==> config.mk <==
export PLATFORM = sky130hd
export DESIGN_NAME = rkd_rsp_queue
export DESIGN_NICKNAME = d
export VERILOG_FILES = /design/src/rkd_pkg.sv /design/src/rkd_rsp_queue.sv
export SDC_FILE = /design/constraint.sdc
export NUM_CORES = 1
export LEC_CHECK = 0
export ABC_AREA = 0
export BUFFER_PORTS_ARGS = -buffer_cell sky130_fd_sc_hd__buf_4
export CAP_MARGIN = 20
export CORE_MARGIN = 5
export CORE_UTILIZATION = 30
export CTS_CLUSTER_SIZE = 28
export DETAILED_ROUTE_END_ITERATION = 7
export HOLD_SLACK_MARGIN = 0.03
export PLACE_DENSITY_LB_ADDON = 0.2
export SLEW_MARGIN = 10
export SYNTH_ARGS = -nofsm -noshare
export SYNTH_HDL_FRONTEND = slang
export SYNTH_SLANG_ARGS = --single-unit
==> constraint.sdc <==
create_clock -name clock -period 3.9 [get_ports clock]
set_clock_uncertainty 0.05 [all_clocks]
set_input_delay 0.975 -clock clock [delete_from_list [all_inputs] [get_ports clock]]
set_output_delay 0.975 -clock clock [all_outputs]
set_load 0.02 [all_outputs]
==> src/rkd_pkg.sv <==
// Shared constants, types and the base coding function of the repeated k-mer detector.
package rkd_pkg;

   localparam int DEF_WINDOW        = 10;
   localparam int DEF_POSITION_BITS = 16;
   localparam int EPOCH_BITS        = 4;
   localparam int RSP_CODE_BITS     = 20;
   localparam int RSP_POS_BITS      = 16;
   localparam int RSP_DEPTH         = 4;
   localparam int RSP_PTR_BITS      = 2;
   localparam int RSP_CNT_BITS      = 3;

   localparam logic [7:0] CHAR_C = 8'h43;
   localparam logic [7:0] CHAR_G = 8'h47;
   localparam logic [7:0] CHAR_T = 8'h54;

   localparam logic [1:0] BASE_A = 2'd0;
   localparam logic [1:0] BASE_C = 2'd1;
   localparam logic [1:0] BASE_G = 2'd2;
   localparam logic [1:0] BASE_T = 2'd3;

   localparam logic [1:0] MARK_UNSEEN   = 2'd0;
   localparam logic [1:0] MARK_ONCE     = 2'd1;
   localparam logic [1:0] MARK_REPORTED = 2'd2;

   typedef struct packed {
      logic [EPOCH_BITS-1:0] epoch;
      logic [1:0]            mark;
   } mark_word_type;

   typedef struct packed {
      logic [RSP_CODE_BITS-1:0] kmer_code;
      logic [RSP_POS_BITS-1:0]  end_position;
   } rsp_item_type;

   function automatic logic [1:0] base_code(input logic [7:0] ch);
      logic [1:0] code;
      case (ch)
         CHAR_C:  code = BASE_C;
         CHAR_G:  code = BASE_G;
         CHAR_T:  code = BASE_T;
         default: code = BASE_A;
      endcase
      return code;
   endfunction

endpackage

==> src/rkd_rsp_queue.sv <==
// Four-entry result queue that decouples the lookup pipeline from the result channel.
module rkd_rsp_queue (
   input  logic                              clock,
   input  logic                              reset,
   input  logic                              push,
   input  rkd_pkg::rsp_item_type             push_item,
   input  logic                              rsp_stall,
   output logic                              rsp_valid,
   output rkd_pkg::rsp_item_type             rsp_item,
   output logic [rkd_pkg::RSP_CNT_BITS-1:0]  count
);

   rkd_pkg::rsp_item_type entry_ff [rkd_pkg::RSP_DEPTH];
   logic [rkd_pkg::RSP_PTR_BITS-1:0] wr_ptr_ff, wr_ptr_in;
   logic [rkd_pkg::RSP_PTR_BITS-1:0] rd_ptr_ff, rd_ptr_in;
   logic [rkd_pkg::RSP_CNT_BITS-1:0] count_ff, count_in;
   logic                             pop;

   assign rsp_valid = (count_ff != '0);
   assign rsp_item  = entry_ff[rd_ptr_ff];
   assign count     = count_ff;
   assign pop       = rsp_valid && !rsp_stall;

   always_comb begin
      wr_ptr_in = push ? wr_ptr_ff + 1'b1 : wr_ptr_ff;
      rd_ptr_in = pop ? rd_ptr_ff + 1'b1 : rd_ptr_ff;
      count_in  = count_ff + rkd_pkg::RSP_CNT_BITS'(push) - rkd_pkg::RSP_CNT_BITS'(pop);
   end

   always_ff @(posedge clock) begin
      if (reset) begin
         wr_ptr_ff <= '0;
         rd_ptr_ff <= '0;
         count_ff  <= '0;
      end else begin
         wr_ptr_ff <= wr_ptr_in;
         rd_ptr_ff <= rd_ptr_in;
         count_ff  <= count_in;
      end
   end

   always_ff @(posedge clock) begin
      if (push) begin
         entry_ff[wr_ptr_ff] <= push_item;
      end
   end

endmodule

# ---- After elaboration in Yosys (flattened, before gate mapping)
# Memory sizes are Yosys's and may differ from the RTL's. A register that Yosys moved wholly into a read port is not among the register bits.
# Index checks and enable logic that the tools add are counted.
# Widths: inputs -> output; s select.
dict set report word_totals {
  regBits 7
  latchBits 0
  elab_cells 15
  output_inout_bits 40
  input_bits 40
  ram_bits 144
  romBits 0
  mem_count 1
}
dict set report op_classes {
  n_bitwise 0
  n_lt_le_gt_ge 0
  eq_ne 0
  multipliers 0
  n_reduce_logical 3
  shift 0
  mux 4
  n_div 0
  addsub 4
}
# memory words width read_ports rd_ports_with_merged_regs wr line
set mem_list {}
lappend mem_list {entry_ff 4 36 1 1 1 rkd_rsp_queue.sv:13} ;# rkd_pkg::rsp_item_type entry_ff [rkd_pkg::RSP_DEPTH];
# operator n
set ops {}
lappend ops {{$add 2x1->2 const B} 2}
lappend ops {{$mux 2} 2}
lappend ops {{$add 3x1->3} 1}
lappend ops {{$reduce_bool 3->1} 1}
lappend ops {{$sub 3x1->3} 1}
lappend ops {{$mux 1} 2}
lappend ops {{$logic_and 1x1->1} 1}
lappend ops {{$logic_not 1->1} 1}

# ---- Longest topological paths before layout
# Gate-level depths: netlist (run 1).
dict set report logic_depth {
  depth_word 4
  mapped_depth 9
  depth_no_buf 9
}

# ---- Worst setup path before layout (run 1)
# No wires, ideal clock.
dict set report synth_timing {
  path_type {input to register}
  from {input port rsp_stall}
  to {register count_ff, in the netlist count[2]}
  setup_slack_ps 1540
  setup_time_ps 126
  arrival_time_ps 2184
  n_path_buf 0
  t_required_ps 3724
  cell_stages 8
  path_cell_list {nor2_1 > ha_1 > inv_1 > ha_1 > fa_1 > xnor2_1 > xnor2_1 > nor2_1}
}
dict set report synth_between {
  elab_chain_cells 3
}
# item line
set synth_rtl {}
lappend synth_rtl {{start: declaration} rkd_rsp_queue.sv:7} ;# input logic rsp_stall,
lappend synth_rtl {{$logic_not 1->1} rkd_rsp_queue.sv:22} ;# assign pop = rsp_valid && !rsp_stall;
lappend synth_rtl {{$logic_and 1x1->1} rkd_rsp_queue.sv:22}
lappend synth_rtl {{$sub 3x1->3} rkd_rsp_queue.sv:27} ;# count_in = count_ff + rkd_pkg::RSP_CNT_BITS'(push) - rkd_pkg::RSP_CNT_BITS'(pop);
lappend synth_rtl {{end signal: assignment} rkd_rsp_queue.sv:38} ;# count_ff <= count_in;
lappend synth_rtl {{end: declaration} rkd_rsp_queue.sv:16} ;# logic [rkd_pkg::RSP_CNT_BITS-1:0] count_ff, count_in;
# Every way passes these cells.
# A chain may end at the register's enable or synchronous reset.

==> out/results.txt, run 1 <==
Final Cell Area = 7210 um^2
chip width = 148 um
fin nets = 379
Crit Path Max Fanout = 36
Max VDD drop = 0.318 mV
Synth Warn # = 0
met1 usage = 12.5%
Max Cap Violations = 0
final period utilization = 81.3%
met3 track demand over resource = 4.14%
syn nets = 282
wire length per cell = 18.6 um
I/O Buffers = 79
layout cell share with drive strength beyond 1 = 44.9%
clock slew at reported path FFs = 0.06 ns
Layout area overhead = 26.5%
vias in the first global route = 2855
RSZ-0062 raised after global routing = false
Most Crowded Layer GR = met2
routed vias = 2631
CTS H-tree depth = 4
largest net degree at the start of global routing = 37
CTS Hold Buffers Added = 0
CP endpoint = rsp_item[4]
first-pass GRT wire length = 16500 um
IO Count = 80
worst r2r src = count[1]$_SDFF_PP0_
Routed WL = 10800 um
ordered list of cells on the worst path = mux4_1 -> buf_4
number of diodes = 0
clk sinks = 153
GRT overflow = 0
path depth of the worst reg2reg path = 9
DRT antenna net count = 0
status = finished clean
fin util = 38.6%
Arrival @ worst endpoint = 2.14 ns
Setup Buffers After CTS = 0
setup TNS = 0 ns
Syn Inst Count = 235
Hold Fails Final Rpt = 0
Reg2Reg Setup Slack = 1.71 ns
Reg2Reg Capture Point = count[2]$_SDFF_PP0_
Slew @ Worst Pin = 0.772 ns
min Tclk post-route = 3.17 ns
post-synth design cell area = 5700 um^2
Starting Density = 30.5%
core region area = 18700 um^2
DRC = 0
initial antenna violation count = 0
DP Wirelength = 6600 um
Slowest-stage cell, CP = dfxtp_4
Worst EP required = 2.87 ns
crit start category = flop
power per cell area = 633 nW/um^2
most common cell after layout, fill and taps aside = edfxtp_1
most frequent cells in the layout = 144 x edfxtp_1, 87 x buf_4, 30 x mux4_2
M2 GR Usage = 16.5%
#FFs+latches synth = 153
DRT iter0 DRCs = 150
Synth Area per Inst = 24.3 um^2
Lkg Pwr = 2.47 nW
normalized max-slew margin = 48.5%
CTS max path bufs = 2
Vias per Instance = 4.54
Setup violations, final = 0
clk root buf = clkbuf_16
post-synthesis cell type count = 23
Placement Rows = 50
first drt pass iteration count = 4
crit-path max cell delay = 0.85 ns
Seq/Total Area, Yosys = 79.0%
max-slew violations = 0
FMAX = 315 MHz
CTS tree = done
Num CTS Buffers = 17
fillers = 1701
placer congestion estimate = 0.670
post-CTS sizing = 0
later-pin clock latency in the skew report = 0.41 ns
Hold Path Class = reg -> reg
CP Class = reg -> out
gr usage total = 10.3%
Cell Area, Placed = 6560 um^2
Die Ht = 148 um
DIE AREA = 21900 um^2
CP endpoint kind = output port
critical path, delay by kind of cell (launching register included):
family / cells / cell delay (ns)
buf+inv: 1 / 0.18
flops: 1 / 0.85
mux: 1 / 0.68
layout make-up:
cell class                 count  area, um^2  share of cell area (%)
inverter                       7        26.3                   0.364
tap                          234         293                    4.06
clock inverter                15         225                    3.12
multi-input combinational     66        1080                    15.0
sequential                   153        4510                    62.5
timing repair buffer          87         653                    9.05
clock buffer                  17         425                    5.90
per-stage QoR:
stage / std cells / hold slack, ns / total power, mW / setup slack (ns)
detailed placement: 547 / 0.460 / 2.85 / 1.07
floorplan: 235 / 0.438 / 2.55 / 1.54
finish: 579 / 0.462 / 4.57 / 0.730
CTS: 579 / 0.465 / 4.65 / 0.614
global placement: 547 / 0.449 / 2.84 / 1.10
global route: 579 / 0.511 / 4.77 / 0.560
how the worst min path moves through the flow:
stage,end,cells after the start,start,slack [ns]
3_3_place_gp,flop,2,rd_ptr_ff[0]$_SDFFE_PP0P_,0.45
6_report,flop,2,rd_ptr_ff[0]$_SDFFE_PP0P_,0.46
5_1_grt,flop,2,rd_ptr_ff[0]$_SDFFE_PP0P_,0.51
3_5_place_dp,flop,2,rd_ptr_ff[0]$_SDFFE_PP0P_,0.46
4_1_cts,flop,2,rd_ptr_ff[0]$_SDFFE_PP0P_,0.46
2_1_floorplan,flop,2,rd_ptr_ff[0]$_SDFFE_PP0P_,0.44
Yosys cell counts (all sizes together):
library cell	instances	area share [%]
or3	1	0.11
and2	4	0.44
buf	7	1.5
nor3b	1	0.13
nor3	1	0.18
a21oi	2	0.18
edfxtp	144	76
inv	7	0.46
o21ai	1	0.088
ha	6	1.3
dfxtp	9	3.2
mux2i	1	0.18
nor2	5	0.33
mux4	36	15
xnor2	3	0.46
mux2	1	0.20
nor2b	3	0.33
clkbuf	2	0.15
fa	1	0.35
routing by layer:
| metal | part of all wire [%] | routed length [um] |
|---|---|---|
| met5 | 0 | 0 |
| met4 | 1.1 | 119 |
| met3 | 5.3 | 577 |
| met2 | 50 | 5380 |
| met1 | 44 | 4710 |
registers in the layout, indices dropped and copies added (netlist names), named ones only:
signal     cells
count          3
wr_ptr_ff      2
entry_ff     144
rd_ptr_ff      2
cells by family after synthesis:
| group | Yosys count | share of synthesized area, % |
|---|---|---|
| DFF | 153 | 79.0 |
| buffers and inverters | 16 | 2.13 |
| xor gates and xnor gates | 3 | 0.461 |
| and+or+nand+nor | 15 | 1.51 |
| AOI/OAI and AO/OA | 3 | 0.263 |
| muxes | 38 | 15.0 |
| adders and majority gates | 7 | 1.67 |
power breakdown:
group,total (mW),internal [mW],switching (mW)
clock network,1.78,1.14,0.639
registers,2.01,1.90,0.107
logic,0.787,0.406,0.381
total,4.57,3.44,1.13
No activity file was read; power rests on OpenSTA's default activity.
==> run 2: changes to the inputs <==
clock period = 2.65 ns   (was 3.9 ns; I/O delays follow)
==> out/results.txt, run 2 (synthesis results as in run 1) <==
Reg2Reg Setup Slack = 0.50 ns (was 1.71 ns)
Biggest register = entry_ff (unchanged)
fin nets = 384 (was 379)
Slowest-stage cell, CP = mux4_2 (was dfxtp_4)
Crit Path Max Fanout = 9 (was 36)
min Tclk post-route = 2.53 ns
wire length per cell = 18.9 um (was 18.6 um)
DRT antenna net count = 0 (unchanged)
DP Wirelength = 6800 um (was 6600 um)
chip width = 148 um (unchanged)
most common cell after layout, fill and taps aside = edfxtp_1 (unchanged)
Sequential cell area = 4510 um^2 (unchanged)
path depth of the worst reg2reg path = 9 (unchanged)
CTS H-tree depth = 4 (unchanged)
gr usage total = 10.6% (was 10.3%)
Layout area overhead = 26.7% (was 26.5%)
first-pass GRT wire length = 17100 um (was 16500 um)
Arrival @ worst endpoint = 1.82 ns (was 2.14 ns)
Die Ht = 148 um (unchanged)
crit-path max cell delay = 0.53 ns (was 0.85 ns)
final period utilization = 95.4%
Placement Rows = 50 (unchanged)
Slew @ Worst Pin = 0.469 ns (was 0.772 ns)
largest net degree at the start of global routing = 31 (was 37)
Routed WL = 11100 um (was 10800 um)
routed vias = 2632 (was 2631)
CP Class = reg -> out (unchanged)
FMAX = 395 MHz
core region area = 18700 um^2 (unchanged)
DRT iter0 DRCs = 127 (was 150)
Lkg Pwr = 2.47 nW (about the same)
CTS tree = done (unchanged)
DRC = 0 (unchanged)
status = finished clean (unchanged)
Setup Buffers After CTS = 4 (was 0)
Worst Min Path Start = push_item[19] (was rd_ptr_ff[0]$_SDFFE_PP0P_)
Worst EP required = 1.94 ns (was 2.87 ns)
CP endpoint kind = output port (unchanged)
initial antenna violation count = 0 (unchanged)
most frequent cells in the layout = 144 x edfxtp_1, 87 x buf_4, 30 x mux4_2 (unchanged)
WHS Endpoint = entry_ff[2][19]$_DFFE_PP_
Max Cap Violations = 0 (unchanged)
worst r2r src = count[1]$_SDFF_PP0_ (unchanged)
later-pin clock latency in the skew report = 0.42 ns (was 0.41 ns)
Hold Path Depth = 1 (was 2)
GRT overflow = 0 (unchanged)
fillers = 1713 (was 1701)
number of diodes = 0 (unchanged)
crit start category = flop (unchanged)
Setup violations, final = 0 (unchanged)
Hold Slack = 0.396 ns (was 0.462 ns)
Reg2Reg Capture Point = count[2]$_SDFF_PP0_ (unchanged)
setup TNS = 0 ns (unchanged)
RSZ-0062 raised after global routing = false (unchanged)
layout cell share with drive strength beyond 1 = 45.1% (was 44.9%)
Hold Path Class = in -> reg (was reg -> reg)
Critical Path Stages = 3 (was 2)
clk root buf = clkbuf_16 (unchanged)
Num CTS Buffers = 17 (unchanged)
Max VDD drop = 0.563 mV (was 0.318 mV)
Top cell by count, worst path = buf_4
normalized max-slew margin = 68.7% (was 48.5%)
Starting Density = 30.5% (unchanged)
Hold Fails Final Rpt = 0 (unchanged)
power per cell area = 896 nW/um^2 (was 633 nW/um^2)
vias in the first global route = 3002 (was 2855)
ordered list of cells on the worst path = buf_4 -> mux4_2 -> buf_4 (was mux4_1 -> buf_4)
max-slew violations = 0 (unchanged)
Vias per Instance = 4.51 (was 4.54)
max FFs per register = 144 (unchanged)
clk sinks = 153 (unchanged)
IO Count = 80 (unchanged)
CTS Hold Buffers Added = 0 (unchanged)
first drt pass iteration count = 4 (unchanged)
clock slew at reported path FFs = 0.06 ns (about the same)
CP top delay family = multiplexers (was flip-flops)
placer congestion estimate = 0.656 (was 0.670)
CTS max path bufs = 2 (unchanged)
I/O Buffers = 79 (unchanged)
Crit path buffers/inverters = 2 (was 1)
post-CTS sizing = 0 (unchanged)
area occupied by multi-input gates = 1080 um^2 (unchanged)
DIE AREA = 21900 um^2 (unchanged)
-- run 2: cell count changes in the layout (fill, tap and decap cells not counted), sizes merged --
| cell | previous run | this run |
|---|---|---|
| buf | 87 | 92 |
| clkbuf | 17 | 19 |
| bufinv | 5 | 2 |
| clkinvlp | 2 | 3 |
-- run 2: layer usage --
layer,GRT usage (%),vias up,share of wire (%),routed length (um)
met5,0,-,0,0
met4,3.60,0,0.96,106
met3,4.17,8,4.6,511
met2,17.6,57,51,5690
met1,12.8,1384,43,4750
li1,-,1183,-,-
-- run 2: worst register-to-register path, stage by stage (launching register included) --
cell,delay [ns]
dfxtp_1,0.35
nor3_2,0.32
nor2_1,0.08
ha_1,0.27
inv_1,0.03
ha_1,0.19
fa_1,0.38
xnor2_1,0.17
xnor2_1,0.14
nor2_1,0.05
-- run 2: report_power, final --
group          switching, mW  internal [mW]  leakage (nW)
sequential            0.0664           2.79          1.40
clock                  0.916           1.38         0.268
combinational          0.664          0.657         0.808
-- run 2: per-stage QoR --
stage / power (mW) / cell area, um^2 / worst slack, ns / std cells / utilization [%]
floorplan: 3.75 / 5700 / 0.563 / 235 / -
global placement: 4.23 / 6630 / 0.354 / 548 / 35.5
detailed placement: 4.25 / 6630 / 0.345 / 548 / 35.5
CTS: 6.61 / 7220 / 0.0505 / 584 / 38.6
global route: 6.77 / 7220 / 0.0179 / 584 / 38.6
finish: 6.47 / 7220 / 0.121 / 584 / 38.6
-- run 2: final cells by class --
cell class / instances / area share, %
Clock inverter: 13 / 1.77
Inverter: 7 / 0.364
Sequential cell: 153 / 62.4
Clock buffer: 19 / 5.99
Timing Repair Buffer: 92 / 10.4
Tap cell: 234 / 4.05
Multi-Input combinational cell: 66 / 15.0
-- run 2: worst max path at each step --
stage	startpoint	endpoint	slack, ns
final	flop	rsp_item[27]	0.12
after global routing	flop	rsp_item[18]	0.02
after CTS	flop	rsp_item[27]	0.05
after detailed placement	flop	rsp_item[27]	0.34
after global placement	flop	rsp_item[18]	0.35
after floorplan	count[1]$_SDFF_PP0_	count[2]$_SDFF_PP0_	0.56
==> run 3: changes to the inputs <==
GPL_TIMING_DRIVEN = 0   (was not set)
clock period = 2.18 ns   (was 2.65 ns; I/O delays follow)
==> out/results.txt, run 3 (synthesis results as in run 1) <==
status = finished with violations (was finished clean)
failing checks = negative setup slack
Placement Rows = 50 (unchanged)
normalized max-slew margin = 62.4% (was 68.7%)
gr usage total = 10.4% (was 10.6%)
number of diodes = 0 (unchanged)
DRC = 0 (unchanged)
Worst EP required = 1.58 ns (was 1.94 ns)
CTS max path bufs = 2 (unchanged)
setup TNS = -4.53 ns (was 0 ns)
IO Count = 80 (unchanged)
Lkg Pwr = 2.57 nW (was 2.47 nW)
DRT antenna net count = 0 (unchanged)
Arrival @ worst endpoint = 1.75 ns (was 1.82 ns)
Max VDD drop = 0.536 mV (was 0.563 mV)
Slew @ Worst Pin = 0.563 ns (was 0.469 ns)
core region area = 18700 um^2 (unchanged)
wire length per cell = 18.3 um (was 18.9 um)
DP Wirelength = 6750 um (was 6800 um)
DIE AREA = 21900 um^2 (unchanged)
CTS tree = done (unchanged)
Max Cap Violations = 0 (unchanged)
Slowest-stage cell, CP = mux4_2 (unchanged)
pre-CTS setup slack = 0.0254 ns (was 0.345 ns)
RSZ-0062 raised after global routing = true (was false)
power per cell area = 1120 nW/um^2 (was 896 nW/um^2)
Hold Fails Final Rpt = 0 (unchanged)
max FFs per register = 144 (unchanged)
DRT iter0 DRCs = 117 (was 127)
Crit Path Max Fanout = 10 (was 9)
vias in the first global route = 2958 (was 3002)
clk sinks = 153 (unchanged)
CP endpoint kind = output port (unchanged)
ordered list of cells on the worst path = buf_12 -> buf_12 -> mux4_2 -> buf_6 (was buf_4 -> mux4_2 -> buf_4)
most frequent cells in the layout = 144 x edfxtp_1, 47 x buf_4, 41 x buf_6 (was 144 x edfxtp_1, 87 x buf_4, 30 x mux4_2)
Routed WL = 10800 um (was 11100 um)
Hold Slack = 0.274 ns (was 0.396 ns)
final setup margin = -0.167 ns (was 0.121 ns)
CP Class = reg -> out (unchanged)
Starting Density = 30.5% (unchanged)
Layout area overhead = 31.5% (was 26.7%)
I/O Buffers = 78 (was 79)
Vias per Instance = 4.46 (was 4.51)
GRT overflow = 0 (unchanged)
fin nets = 390 (was 384)
placer congestion estimate = 0.620 (was 0.656)
Hold Path Class = in -> reg (unchanged)
routed vias = 2634 (was 2632)
FMAX = 426 MHz
later-pin clock latency in the skew report = 0.42 ns (about the same)
min Tclk post-route = 2.35 ns
Setup violations, final = 36 (was 0)
most common cell after layout, fill and taps aside = edfxtp_1 (unchanged)
CTS H-tree depth = 4 (unchanged)
first drt pass iteration count = 4 (unchanged)
clk root buf = clkbuf_16 (unchanged)
layout cell share with drive strength beyond 1 = 48.3% (was 45.1%)
crit start category = flop (unchanged)
clock slew at reported path FFs = 0.06 ns (about the same)
overall power = 8.43 mW (was 6.47 mW)
final period utilization = 108%
Top cell by count, worst path = buf_12 (was buf_4)
max-slew violations = 0 (unchanged)
Die Ht = 148 um (unchanged)
chip width = 148 um (unchanged)
crit-path max cell delay = 0.55 ns (was 0.53 ns)
Biggest register = entry_ff (unchanged)
initial antenna violation count = 0 (unchanged)
first-pass GRT wire length = 16800 um (was 17100 um)
largest net degree at the start of global routing = 22 (was 31)
Num CTS Buffers = 17 (unchanged)
run 3: cell types whose count changed in the layout (fill, tap and decap cells not counted), moves of 3 or more:
cell / previous run / this run
buf_4: 87 / 47
buf_12: 5 / 8
mux4_2: 30 / 36
mux4_1: 6 / 0
buf_6: 0 / 41
run 3: stage by stage:
step | util [%] | instances | instance area, um^2
after detailed placement | 35.6 | 551 | 6670
after global placement | 35.2 | 547 | 6580
final | 40.1 | 590 | 7500
after CTS | 39.9 | 586 | 7460
after global routing | 40.1 | 590 | 7500
after floorplan | - | 235 | 5700
run 3: final timing paths:
path | startpoint | end | slack, ns | cells after the start
worst min-delay path | push_item[20] | entry_ff[2][20]$_DFFE_PP_ | 0.27 | 1
worst max-delay path | flop | rsp_item[22] | -0.17 | 4
worst max register to register | count[2]$_SDFF_PP0_ | count[2]$_SDFF_PP0_ | 0.12 | 9
worst min register to register | rd_ptr_ff[0]$_SDFFE_PP0P_ | rd_ptr_ff[0]$_SDFFE_PP0P_ | 0.49 | 2
run 3: per-layer routing:
metal	vias to the layer above	global-route usage, %	routed length (um)
met1	1374	13.0	4820
met4	0	4.16	165
met2	63	16.5	5320
li1	1185	-	-
met5	-	0	0
met3	12	3.80	514
run 3: final cells by class:
type | instances | area, um^2
fill | 1700 | 11200
inverter | 7 | 26.3
buffer | 9 | 125
tap | 234 | 293
timing repair buffer | 89 | 861
clock inverter | 15 | 196
sequential | 153 | 4510
multi-input combinational | 66 | 1070
clock buffer | 17 | 425
run 3: where the power goes:
part           total (mW)  switching (mW)  internal, mW
Clock                3.07            1.16          1.92
Combinational        1.90           0.882          1.02
Sequential           3.46          0.0679          3.39
run 3: worst max-delay path: cells and delay by family, from the launching register on:
family / cells / cell delay (ns)
multiplexers: 1 / 0.55
buffers and inverters: 3 / 0.44
flip-flops: 1 / 0.34
run 3: what timing repair did:
action / 4_1_cts / 5_1_grt
hold buffers: 0 / 0
pin swaps: 0 / 1
endpoints found under the setup margin: 36 / 37
gates resized for setup: 49 / 6
setup buffers: 3 / 4
